$ cat src/sv/scs_pkg.sv
// ----------------------------------------------------------------------------
// scs_pkg
// Shared types and constants for the scanline sprite selector: the entry
// layout, the sorted list control word and the sequencer states.
// ----------------------------------------------------------------------------
package scs_pkg;

    localparam int SCS_ENTRY_COUNT = 40;
    localparam int SCS_LINE_LIMIT  = 10;

    localparam logic [8:0] LINE_OFFSET  = 9'd16;
    localparam logic [8:0] HEIGHT_SHORT = 9'd8;
    localparam logic [8:0] HEIGHT_TALL  = 9'd16;

    localparam logic MODE_WRITE = 1'b0;
    localparam logic MODE_SCAN  = 1'b1;

    typedef struct packed {
        logic [7:0] y;
        logic [7:0] x;
        logic [7:0] tile;
        logic [7:0] attr;
    } t_entry;

    typedef struct packed {
        logic clear;
        logic insert;
        logic pop;
    } t_list_ctl;

    typedef enum logic [1:0] {
        ST_IDLE,
        ST_SCAN,
        ST_EMIT
    } t_state;

endpackage

$ cat src/sv/scs_ram.sv
// ----------------------------------------------------------------------------
// scs_ram
// Generic simple dual-port RAM: one write port, one read port, read data
// registered.
// ----------------------------------------------------------------------------
module scs_ram #(
    parameter int WIDTH = 8,
    parameter int DEPTH = 40,
    parameter int AW    = (DEPTH > 1) ? $clog2(DEPTH) : 1
) (
    input  logic             i_clk,
    input  logic             i_we,
    input  logic [AW-1:0]    i_waddr,
    input  logic [WIDTH-1:0] i_wdata,
    input  logic [AW-1:0]    i_raddr,
    output logic [WIDTH-1:0] o_rdata
);

    logic [WIDTH-1:0] r_mem [DEPTH];
    logic [WIDTH-1:0] r_rdata;

    always_ff @(posedge i_clk) begin
        if (i_we) begin
            r_mem[i_waddr] <= i_wdata;
        end
        r_rdata <= r_mem[i_raddr];
    end

    assign o_rdata = r_rdata;

endmodule

$ cat src/sv/scs_sort_list.sv
// ----------------------------------------------------------------------------
// scs_sort_list
// Row of entry cells kept sorted by ascending x. A new entry goes in after
// every held entry with x not above its own; the head is shifted out.
// ----------------------------------------------------------------------------
module scs_sort_list
    import scs_pkg::*;
#(
    parameter int LIMIT = SCS_LINE_LIMIT,
    parameter int CNT_W = $clog2(LIMIT + 1)
) (
    input  logic             i_clk,
    input  logic             i_rst_n,
    input  t_list_ctl        i_ctl,
    input  t_entry           i_entry,
    output t_entry           o_head,
    output logic [CNT_W-1:0] o_count
);

    t_entry           r_cell [LIMIT];
    logic [CNT_W-1:0] r_count;
    logic [CNT_W-1:0] n_count;
    logic [LIMIT-1:0] w_gt;
    logic             w_ins_ok;

    assign w_ins_ok = i_ctl.insert && (r_count < CNT_W'(LIMIT));

    // cells holding an entry with larger x move back one place
    always_comb begin
        for (int i = 0; i < LIMIT; i++) begin
            w_gt[i] = (CNT_W'(i) < r_count) && (r_cell[i].x > i_entry.x);
        end
    end

    always_comb begin
        n_count = r_count;
        if (i_ctl.clear) begin
            n_count = '0;
        end else if (w_ins_ok) begin
            n_count = r_count + 1'b1;
        end else if (i_ctl.pop && r_count != '0) begin
            n_count = r_count - 1'b1;
        end
    end

    always_ff @(posedge i_clk) begin
        if (!i_rst_n) begin
            r_count <= '0;
        end else begin
            r_count <= n_count;
        end
    end

    always_ff @(posedge i_clk) begin
        for (int i = 0; i < LIMIT; i++) begin
            if (w_ins_ok) begin
                if (i > 0 && w_gt[(i > 0) ? i - 1 : 0]) begin
                    r_cell[i] <= r_cell[(i > 0) ? i - 1 : 0];
                end else if (w_gt[i] || CNT_W'(i) == r_count) begin
                    r_cell[i] <= i_entry;
                end
            end else if (i_ctl.pop && !i_ctl.clear) begin
                if (i < LIMIT - 1) begin
                    r_cell[i] <= r_cell[(i < LIMIT - 1) ? i + 1 : i];
                end
            end
        end
    end

    assign o_head  = r_cell[0];
    assign o_count = r_count;

endmodule

$ cat src/sv/scanline_sprite_selector.sv
// ----------------------------------------------------------------------------
// scanline_sprite_selector
// Sprite attribute store with per-line selection: walks the store, keeps up
// to PER_LINE_LIMIT covering sprites and emits them sorted by ascending x.
// ----------------------------------------------------------------------------
//  channel   direction  handshake             word
//  command   in         start / busy          mode, oam_address, write_data,
//                                             scan_line
//  result    out        o_strobe (no stall)   found, sprite_y, sprite_x,
//                                             tile_number, attribute_bits, last
//  config    in         i_cfg_valid/o_cfg_ready  tall_sprites
//
//  a write leaves busy low
//  a scan holds busy through the scan and emit states:
//  one entry read per cycle from the four byte-lane RAMs, then one result
//  per cycle from the sorted list
//  after reset the store reads as zero at once (per-byte valid flops)
// ----------------------------------------------------------------------------
module scanline_sprite_selector
    import scs_pkg::*;
#(
    parameter int ENTRY_COUNT    = SCS_ENTRY_COUNT,
    parameter int PER_LINE_LIMIT = SCS_LINE_LIMIT
) (
    input  logic       i_clk,
    input  logic       i_rst_n,
    input  logic       start,
    output logic       busy,
    input  logic       i_mode,
    input  logic [7:0] i_oam_address,
    input  logic [7:0] i_write_data,
    input  logic [7:0] i_scan_line,
    output logic       o_strobe,
    output logic       o_found,
    output logic [7:0] o_sprite_y,
    output logic [7:0] o_sprite_x,
    output logic [7:0] o_tile_number,
    output logic [7:0] o_attribute_bits,
    output logic       o_last,
    input  logic       i_cfg_valid,
    output logic       o_cfg_ready,
    input  logic       i_cfg_data
);

    localparam int ENTRY_W = (ENTRY_COUNT > 1) ? $clog2(ENTRY_COUNT) : 1;
    localparam int CNT_W   = $clog2(PER_LINE_LIMIT + 1);
    localparam int BYTES   = ENTRY_COUNT * 4;

    t_state               r_state;
    t_state               n_state;
    logic                 r_tall;
    logic [7:0]           r_line;
    logic [ENTRY_W-1:0]   r_scan_idx;
    logic                 r_issue_on;
    logic                 r_rd_vld;
    logic                 r_rd_last;
    logic [3:0]           r_rd_bvld;
    logic [BYTES-1:0]     r_byte_vld;

    logic                 r_strobe;
    logic                 r_found;
    logic                 r_last;
    t_entry               r_out;

    logic                 w_accept;
    logic                 w_wr_hit;
    logic [ENTRY_W-1:0]   w_wr_entry;
    logic [7:0]           w_lane_data [4];
    t_entry               w_rd_entry;
    logic [8:0]           w_target;
    logic [8:0]           w_height;
    logic [8:0]           w_y9;
    logic                 w_hit;
    logic                 w_emit;
    t_list_ctl            w_ctl;
    t_entry               w_head;
    logic [CNT_W-1:0]     w_count;

    assign w_accept   = start && !busy;
    assign w_wr_hit   = w_accept && i_mode == MODE_WRITE
                        && ({1'b0, i_oam_address} < 9'(BYTES));
    assign w_wr_entry = ENTRY_W'(i_oam_address[7:2]);

    // one RAM per byte lane so a byte write needs no byte enables
    for (genvar g = 0; g < 4; g++) begin : g_lane
        scs_ram #(
            .WIDTH (8),
            .DEPTH (ENTRY_COUNT)
        ) u_ram (
            .i_clk   (i_clk),
            .i_we    (w_wr_hit && i_oam_address[1:0] == 2'(g)),
            .i_waddr (w_wr_entry),
            .i_wdata (i_write_data),
            .i_raddr (r_scan_idx),
            .o_rdata (w_lane_data[g])
        );
    end

    // bytes never written since reset read as zero
    assign w_rd_entry.y    = r_rd_bvld[0] ? w_lane_data[0] : 8'd0;
    assign w_rd_entry.x    = r_rd_bvld[1] ? w_lane_data[1] : 8'd0;
    assign w_rd_entry.tile = r_rd_bvld[2] ? w_lane_data[2] : 8'd0;
    assign w_rd_entry.attr = r_rd_bvld[3] ? w_lane_data[3] : 8'd0;

    assign w_target = {1'b0, r_line} + LINE_OFFSET;
    assign w_height = r_tall ? HEIGHT_TALL : HEIGHT_SHORT;
    assign w_y9     = {1'b0, w_rd_entry.y};
    assign w_hit    = r_rd_vld && w_rd_entry.x != 8'd0
                      && w_y9 <= w_target && (w_y9 + w_height) > w_target;

    scs_sort_list #(
        .LIMIT (PER_LINE_LIMIT),
        .CNT_W (CNT_W)
    ) u_list (
        .i_clk   (i_clk),
        .i_rst_n (i_rst_n),
        .i_ctl   (w_ctl),
        .i_entry (w_rd_entry),
        .o_head  (w_head),
        .o_count (w_count)
    );

    // next state
    always_comb begin
        n_state = r_state;
        case (r_state)
            ST_IDLE: begin
                if (w_accept && i_mode == MODE_SCAN) begin
                    n_state = ST_SCAN;
                end
            end
            ST_SCAN: begin
                if (r_rd_vld && r_rd_last) begin
                    n_state = ST_EMIT;
                end
            end
            ST_EMIT: begin
                if (w_count <= CNT_W'(1)) begin
                    n_state = ST_IDLE;
                end
            end
            default: n_state = ST_IDLE;
        endcase
    end

    // state outputs
    always_comb begin
        busy         = 1'b1;
        w_emit       = 1'b0;
        w_ctl.clear  = 1'b0;
        w_ctl.insert = 1'b0;
        w_ctl.pop    = 1'b0;
        case (r_state)
            ST_IDLE: begin
                busy        = 1'b0;
                w_ctl.clear = start && i_mode == MODE_SCAN;
            end
            ST_SCAN: begin
                w_ctl.insert = w_hit;
            end
            ST_EMIT: begin
                w_emit    = 1'b1;
                w_ctl.pop = w_count != '0;
            end
            default: busy = 1'b1;
        endcase
    end

    always_ff @(posedge i_clk) begin
        if (!i_rst_n) begin
            r_state    <= ST_IDLE;
            r_tall     <= 1'b0;
            r_issue_on <= 1'b0;
            r_rd_vld   <= 1'b0;
            r_rd_last  <= 1'b0;
            r_scan_idx <= '0;
            r_byte_vld <= '0;
            r_strobe   <= 1'b0;
        end else begin
            r_state  <= n_state;
            r_rd_vld <= r_issue_on;
            r_strobe <= w_emit;
            if (i_cfg_valid) begin
                r_tall <= i_cfg_data;
            end
            if (w_wr_hit) begin
                r_byte_vld[{w_wr_entry, i_oam_address[1:0]}] <= 1'b1;
            end
            if (w_ctl.clear) begin
                r_issue_on <= 1'b1;
                r_scan_idx <= '0;
                r_rd_last  <= 1'b0;
            end else if (r_issue_on) begin
                r_rd_last <= r_scan_idx == ENTRY_W'(ENTRY_COUNT - 1);
                if (r_scan_idx == ENTRY_W'(ENTRY_COUNT - 1)) begin
                    r_issue_on <= 1'b0;
                end else begin
                    r_scan_idx <= r_scan_idx + 1'b1;
                end
            end
        end
    end

    always_ff @(posedge i_clk) begin
        if (w_ctl.clear) begin
            r_line <= i_scan_line;
        end
        for (int l = 0; l < 4; l++) begin
            r_rd_bvld[l] <= r_byte_vld[{r_scan_idx, 2'(l)}];
        end
        if (w_emit) begin
            r_found <= w_count != '0;
            r_out   <= (w_count != '0) ? w_head : '0;
            r_last  <= w_count <= CNT_W'(1);
        end
    end

    assign o_cfg_ready      = 1'b1;
    assign o_strobe         = r_strobe;
    assign o_found          = r_found;
    assign o_sprite_y       = r_out.y;
    assign o_sprite_x       = r_out.x;
    assign o_tile_number    = r_out.tile;
    assign o_attribute_bits = r_out.attr;
    assign o_last           = r_last;

`ifndef SYNTH
    a_busy_ends_on_last: assert property (@(posedge i_clk) disable iff (!i_rst_n)
        $fell(busy) |-> o_strobe && o_last)
        else $error("busy dropped without a final result word");

    a_empty_is_last: assert property (@(posedge i_clk) disable iff (!i_rst_n)
        o_strobe && !o_found |-> o_last)
        else $error("empty result word not marked last");

    a_gap_after_last: assert property (@(posedge i_clk) disable iff (!i_rst_n)
        o_strobe && o_last |=> !o_strobe)
        else $error("result word right after the final one");

    a_count_bound: assert property (@(posedge i_clk) disable iff (!i_rst_n)
        w_count <= CNT_W'(PER_LINE_LIMIT))
        else $error("selected list overfilled");
`endif

endmodule

$ cat config.mk
export PLATFORM = sky130hd
export DESIGN_NAME = scanline_sprite_selector
export DESIGN_NICKNAME = d
export VERILOG_FILES = /design/src/sv/scs_pkg.sv /design/src/sv/scs_ram.sv /design/src/sv/scs_sort_list.sv /design/src/sv/scanline_sprite_selector.sv
export SDC_FILE = /design/constraint.sdc
export NUM_CORES = 2
export LEC_CHECK = 0
export BUFFER_PORTS_ARGS = -buffer_cell sky130_fd_sc_hd__buf_2
export CORE_MARGIN = 5
export CORE_UTILIZATION = 40
export CTS_CLUSTER_DIAMETER = 200
export DETAILED_ROUTE_END_ITERATION = 10
export PLACE_DENSITY = 0.6
export SYNTH_ARGS = -nofsm -noshare
export SYNTH_HDL_FRONTEND = slang
export SYNTH_HIERARCHICAL = 1
export SYNTH_SLANG_ARGS = --single-unit
$ cat constraint.sdc
create_clock -name i_clk -period 5.33 [get_ports i_clk]
set_input_delay 0 -clock i_clk [delete_from_list [all_inputs] [get_ports i_clk]]
set_output_delay 0 -clock i_clk [all_outputs]
set_load 0.005 [all_outputs]
# Word-level counts from Yosys, hierarchy flattened

Memory sizes are Yosys's and may differ from the RTL's. A register that Yosys moved wholly into a read port is not among the register bits.
Index checks and enable logic that the tools add are counted.

Memories: 5
Output and inout bits: 37
Logic and storage cells: 269
Memory bits (writable): 1,600
Register bits: 223

$lt $le $gt $ge: 31
Reduce and logical (&&, ||, !) cells: 47
Eq/ne operators: 18
Mux-type cells: 124
Add/sub/neg operators: 5
Bitwise gates (word level): 22

Memories:

| memory                | words | width | read ports | clocked after memory_dff | wr ports | line                | RTL |
|---|---|---|---|---|---|---|---|
| g_lane[0].u_ram.r_mem | 40    | 8     | 1          | 1                        | 1        | scs_ram.sv:19       | `logic [WIDTH-1:0] r_mem [DEPTH];` |
| g_lane[1].u_ram.r_mem | 40    | 8     | 1          | 1                        | 1        | scs_ram.sv:19       |  |
| g_lane[2].u_ram.r_mem | 40    | 8     | 1          | 1                        | 1        | scs_ram.sv:19       |  |
| g_lane[3].u_ram.r_mem | 40    | 8     | 1          | 1                        | 1        | scs_ram.sv:19       |  |
| u_list.r_cell         | 10    | 32    | 10         | 0                        | 10       | scs_sort_list.sv:20 | `t_entry r_cell [LIMIT];` |

Operator list:

| kind                                                                          | number |
|---|---|
| 32-bit 2-to-1 mux                                                             | 18 |
| 160-bit OR                                                                    | 1 |
| 1-bit 2-to-1 mux                                                              | 90 |
| 8-bit greater-than comparator                                                 | 10 |
| 8-bit by 9-bit less-than comparator with 1-bit output (second input constant) | 5 |
| 8-bit 2-to-1 mux                                                              | 4 |
| 1-bit logical AND                                                             | 27 |
| 1-bit binary-select mux with 6-bit select                                     | 4 |
| 1-bit OR                                                                      | 18 |
| 3-bit by 4-bit equality test with 1-bit output (first input constant)         | 4 |
| 3-bit by 4-bit less-than comparator with 1-bit output (first input constant)  | 4 |
| 1-bit logical OR                                                              | 10 |
| 8-bit by 5-bit adder with 9-bit output                                        | 1 |
| 8-bit by 5-bit adder with 9-bit output (second input constant)                | 1 |
| 9-bit greater-than comparator                                                 | 1 |
| 8-bit by 9-bit less-or-equal comparator with 1-bit output                     | 1 |
| 1-bit demux with 8-bit select                                                 | 1 |
| 2-bit by 4-bit equality test with 1-bit output (first input constant)         | 2 |
| 4-bit equality test (first input constant)                                    | 2 |
| 8-bit by 1-bit >= comparator with 1-bit output (second input constant)        | 1 |
| 1-bit by 4-bit less-than comparator with 1-bit output (first input constant)  | 2 |
| 2-bit by 4-bit less-than comparator with 1-bit output (first input constant)  | 2 |
| 4-bit less-than comparator (first input constant)                             | 2 |
| 8-bit less-than comparator (second input constant)                            | 1 |
| other kinds (25)                                                              | 35 |

# Longest topological paths before layout

Depth after elaboration: 11
Mapped depth: 19
Mapped depth without buffers: 17

# Cells and area by module

The synthesis kept the hierarchy.

Modules (own cells, without submodules):

| module                        | cells each | seq. area each (um2) | area an instance (um2) | times used |
|---|---|---|---|---|
| scs_ram (g_lane[1].u_ram ...) | 696        | 9,769.4              | 12,993.7               | 3 |
| scs_sort_list                 | 1,943      | 9,689.3              | 19,178.4               | 1 |
| scs_ram (g_lane[0].u_ram)     | 696        | 9,769.4              | 12,987.5               | 1 |
| scanline_sprite_selector      | 930        | 4,804.6              | 9,635.5                | 1 |

# Worst setup path after synthesis

Ideal clock, no wire load.

Path kind: register to register
Start point: register r_rd_bvld[0]
End point: memory u_list/r_cell[4][0] in the netlist's numbering, enable pin
Arrival time: 4.803 ns
Setup slack: 0.087 ns
Period minus slack after synthesis: 5.243 ns
Buffers on the path: 3
Setup time: 0.440 ns
Stages on the path, launching flop included: 18
Cells stage by stage: dfxtp_1 > and2_1 > clkbuf_1 > xnor2_1 > ha_1 > a21oi_1 > nand3b_1 > xnor2_1 > ha_1 > o211ai_1 > a31oi_1 > a211oi_1 > nor3_1 > and2_2 > buf_2 > buf_2 > nor2_1 > a41oi_1

RTL lines:

| element                           | line                            | RTL |
|---|---|---|
| from (decl)                       | scanline_sprite_selector.sv:57  | `logic [3:0] r_rd_bvld;` |
| from (signal, indexed assignment) | scanline_sprite_selector.sv:209 | `r_rd_bvld[l] <= r_byte_vld[{r_scan_idx, 2'(l)}];` |
| to (decl)                         | scs_sort_list.sv:20             |  |

==> reports/qor.txt <==
Outcome -> finished clean
Pwr Density -> 338 nW/µm²
Setup Crit Path Kind -> flip-flop to flip-flop
Synthesized instance count -> 5657
Die height -> 459 µm
Via density per instance -> 5.64
Share of layout cells above drive strength 1 -> 0.148
Non-filler cells, final -> 8539
Delay-heaviest family, CP -> simple AND/OR/NAND/NOR gates
Most common cell in the netlist -> edfxtp_1
Synth async-reset ratio -> 0
Seq/Total Area, Yosys -> 0.663
Cell mode on critical path -> ha_1
Fin nets -> 5822
Die ar. -> 211000 µm²
Clock tree buffer depth -> 3
Crit-path max FO -> 33
Via count -> 48100
Synth top area cells -> edfxtp_1, mux2i_1, dfxtp_1
DR iter-0 viols -> 4623
Vias in the first global route -> 47600
Crit-path cells -> inv_1 -> ha_1 -> maj3_1 -> nand2_1 -> xnor2_1 -> and2_1 -> ha_1 -> o21a_1 -> o211ai_1 -> a31oi_1 -> a211oi_1 -> nor3_1 -> and2_2 -> o21ai_2 -> or2_4 -> nor2_4 -> buf_4 -> o221ai_1
Multi-input gate area -> 25100 µm²
Seq. cell area -> 53600 µm²
Min-Delay Path Class -> primary input to flip-flop
Post-route cell area -> 90900 µm²
Global route overflow -> 0
EDFF count, synth -> 1642
GRT busiest layer -> met2
Dpl hpwl -> 129000 µm
Largest net degree at the start of global routing -> 99
# hold bufs at CTS -> 33
Dpl cells -> 8140
Leak -> 28.5 nW
Antenna viol nets, final -> 0
Largest stage delay, worst path -> 0.69 ns
Die width -> 459 µm
Grt met3 use -> 0.0281
Count of pins over their slew limit -> 0
GR Util met2 -> 0.307
Post-synth top flop -> edfxtp_1
Final setup fails -> 0
Synth unique cells -> 84
# Max-Cap Violations -> 0
Slowest library cell on the worst path -> nor3_1
First-pass GRT wire length -> 307000 µm
GRT Total Usage -> 0.188
CTS buffer count -> 194
Slew Limit Headroom -> 0.0519
WL final -> 203000 µm
H-tree levels -> 4
Period utilization -> 0.925
CTS clock-pin slew for the worst setup and hold paths -> 0.06 ns
Post-synth top area share -> 0.610
CTS tree -> built
Clock Latency Late Sink -> 0.84 ns
Routability congestion estimate from global placement -> 0.826
Initial antenna violation count -> 8
Pre-Repair DR Iteration Count -> 6
Final TNS setup -> 0 ns
Layout area overhead -> 12.5%
Fin. Hold Viols -> 0
Post-CTS sizing -> 0
Worst path required time -> 5.83 ns
Clock sink count -> 1855
Core area -> 201000 µm²
I/O pins -> 67
Std cell rows -> 165
Fmax -> 203 MHz
Least-Margin Pin Slew -> 1.42 ns
Final Critical Period -> 4.93 ns
Syn_area_per_cell -> 14.3 µm²
Post-CTS Setup Inserts -> 0
Buffers on Ports -> 65
Worst setup SP type -> flip-flop
CP Capture Type -> flip-flop
Starting Density -> 0.401
RSZ-0062 raised after global routing -> no
FILL cells -> 17900
Synthesized area -> 80800 µm²
Met1 Usage GRT -> 0.267
Top cell types by occurrence after synthesis -> edfxtp_1, mux2i_1, nand2_1
Skew final -> 0.0637 ns
WP buf/inv -> 2
Top cell type by total area after synthesis -> edfxtp_1
Post-DP Area -> 83900 µm²
Post-synth net total -> 5782
DRC viols -> 0
WP data arrival -> 5.43 ns
Clock root buffer -> clkbuf_16
Routed len/inst -> 23.8 µm
Peak supply drop -> 0.317 mV
Seq cells post-synth -> 1855
Yosys warns -> 6
routing by layer:
layer  vias to the layer above  wire [µm]
met5                         -          7
met4                         2       3500
met3                       244      12400
met2                      1582      96900
met1                     24400      90100
li1                      21900          -
cells by family (layout without fill, tap and decap cells):
kind of cell | count (synthesis) | after routing | share of synthesized area
compound gates | 1209 | 1209 | 0.109
mux | 696 | 696 | 0.102
flops | 1855 | 1855 | 0.663
buf+inv | 453 | 661 | 0.0290
fa+ha+maj | 97 | 97 | 0.0150
simple gates | 1334 | 1334 | 0.0807
other cells | 1 | 3 | 0.0000464
xor+xnor | 12 | 12 | 0.00130
worst paths after layout:
check                               from                        endpoint  slack, ns  cells past startpoint
max                  r_tall$_SDFFE_PN0P_  u_list/r_cell[1][16]$_DFFE_PP_       0.40                     18
min                       i_scan_line[1]             r_line[1]$_DFFE_PP_       0.09                      2
max reg2reg          r_tall$_SDFFE_PN0P_  u_list/r_cell[1][16]$_DFFE_PP_       0.40                     18
min reg2reg  r_byte_vld[43]$_SDFFE_PN0P_     r_byte_vld[43]$_SDFFE_PN0P_       0.49                      2
state kept, by name, indices dropped and copies added (netlist names):
register / flops
r_byte_vld: 160
r_state: 2
o_last: 1
r_line: 8
o_strobe: 1
r_issue_on: 1
g_lane.u_ram/r_mem: 1280
o_tile_number: 8
r_rd_bvld: 4
o_sprite_x: 8
g_lane.u_ram/o_rdata: 32
o_attribute_bits: 8
r_rd_last: 1
o_found: 1
r_rd_vld: 1
o_sprite_y: 8
r_tall: 1
u_list/r_cell: 320
r_scan_idx: 6
u_list/o_count: 4
layout make-up:
cell class	count	area share
diodes	2	0.0000551
flip-flops and latches	1855	0.590
inverters	71	0.00293
clock buffers	247	0.0576
repair buffers	226	0.0210
clock inverters	117	0.0155
well taps	2672	0.0368
multi-input cells	3349	0.276
power breakdown:
part / internal, mW / switching (mW)
Clock: 8.12 / 5.81
Sequential: 15.8 / 0.0295
Combinational: 0.372 / 0.644
layout by cell type, fill, tap and decap left out, types with 12 or more instances in the layout:
cell           count
edfxtp_1        1642
mux2i_1          536
nand2_1          396
a21oi_1          378
nor2_1           320
nor2b_1          215
dfxtp_1          208
clkbuf_16        197
o21ai_0          150
a22oi_1          136
buf_4            110
a31oi_1          101
mux4_2            96
ha_1              95
nand3_1           88
and2_1            73
inv_1             70
a22o_1            66
mux2_2            64
o211ai_2          60
nor3_1            58
buf_2             56
a221oi_2          47
o211ai_1          46
or3_1             40
clkbuf_1          38
o22ai_1           35
clkinv_2          35
nand2b_1          34
dlygate4sd3_1     33
o31a_1            33
clkinv_1          32
o41ai_2           32
a221o_1           32
nand4_1           24
bufinv_16         23
buf_12            19
a221oi_1          18
o21a_1            12
metrics by stage:
stage / power (mW) / util / hold slack [ns] / setup WS [ns]
after detailed placement: 17.1 / 0.416 / 0.179 / 0.394
after CTS: 31.0 / 0.451 / 0.0380 / 0.363
after global routing: 31.7 / 0.451 / 0.0718 / 0.0688
final: 30.7 / 0.451 / 0.0947 / 0.397
after global placement: 17.1 / 0.416 / 0.177 / 0.393
after floorplan: 16.7 / - / 0.0989 / 0.0875
Power figures use the tool's default switching activity.
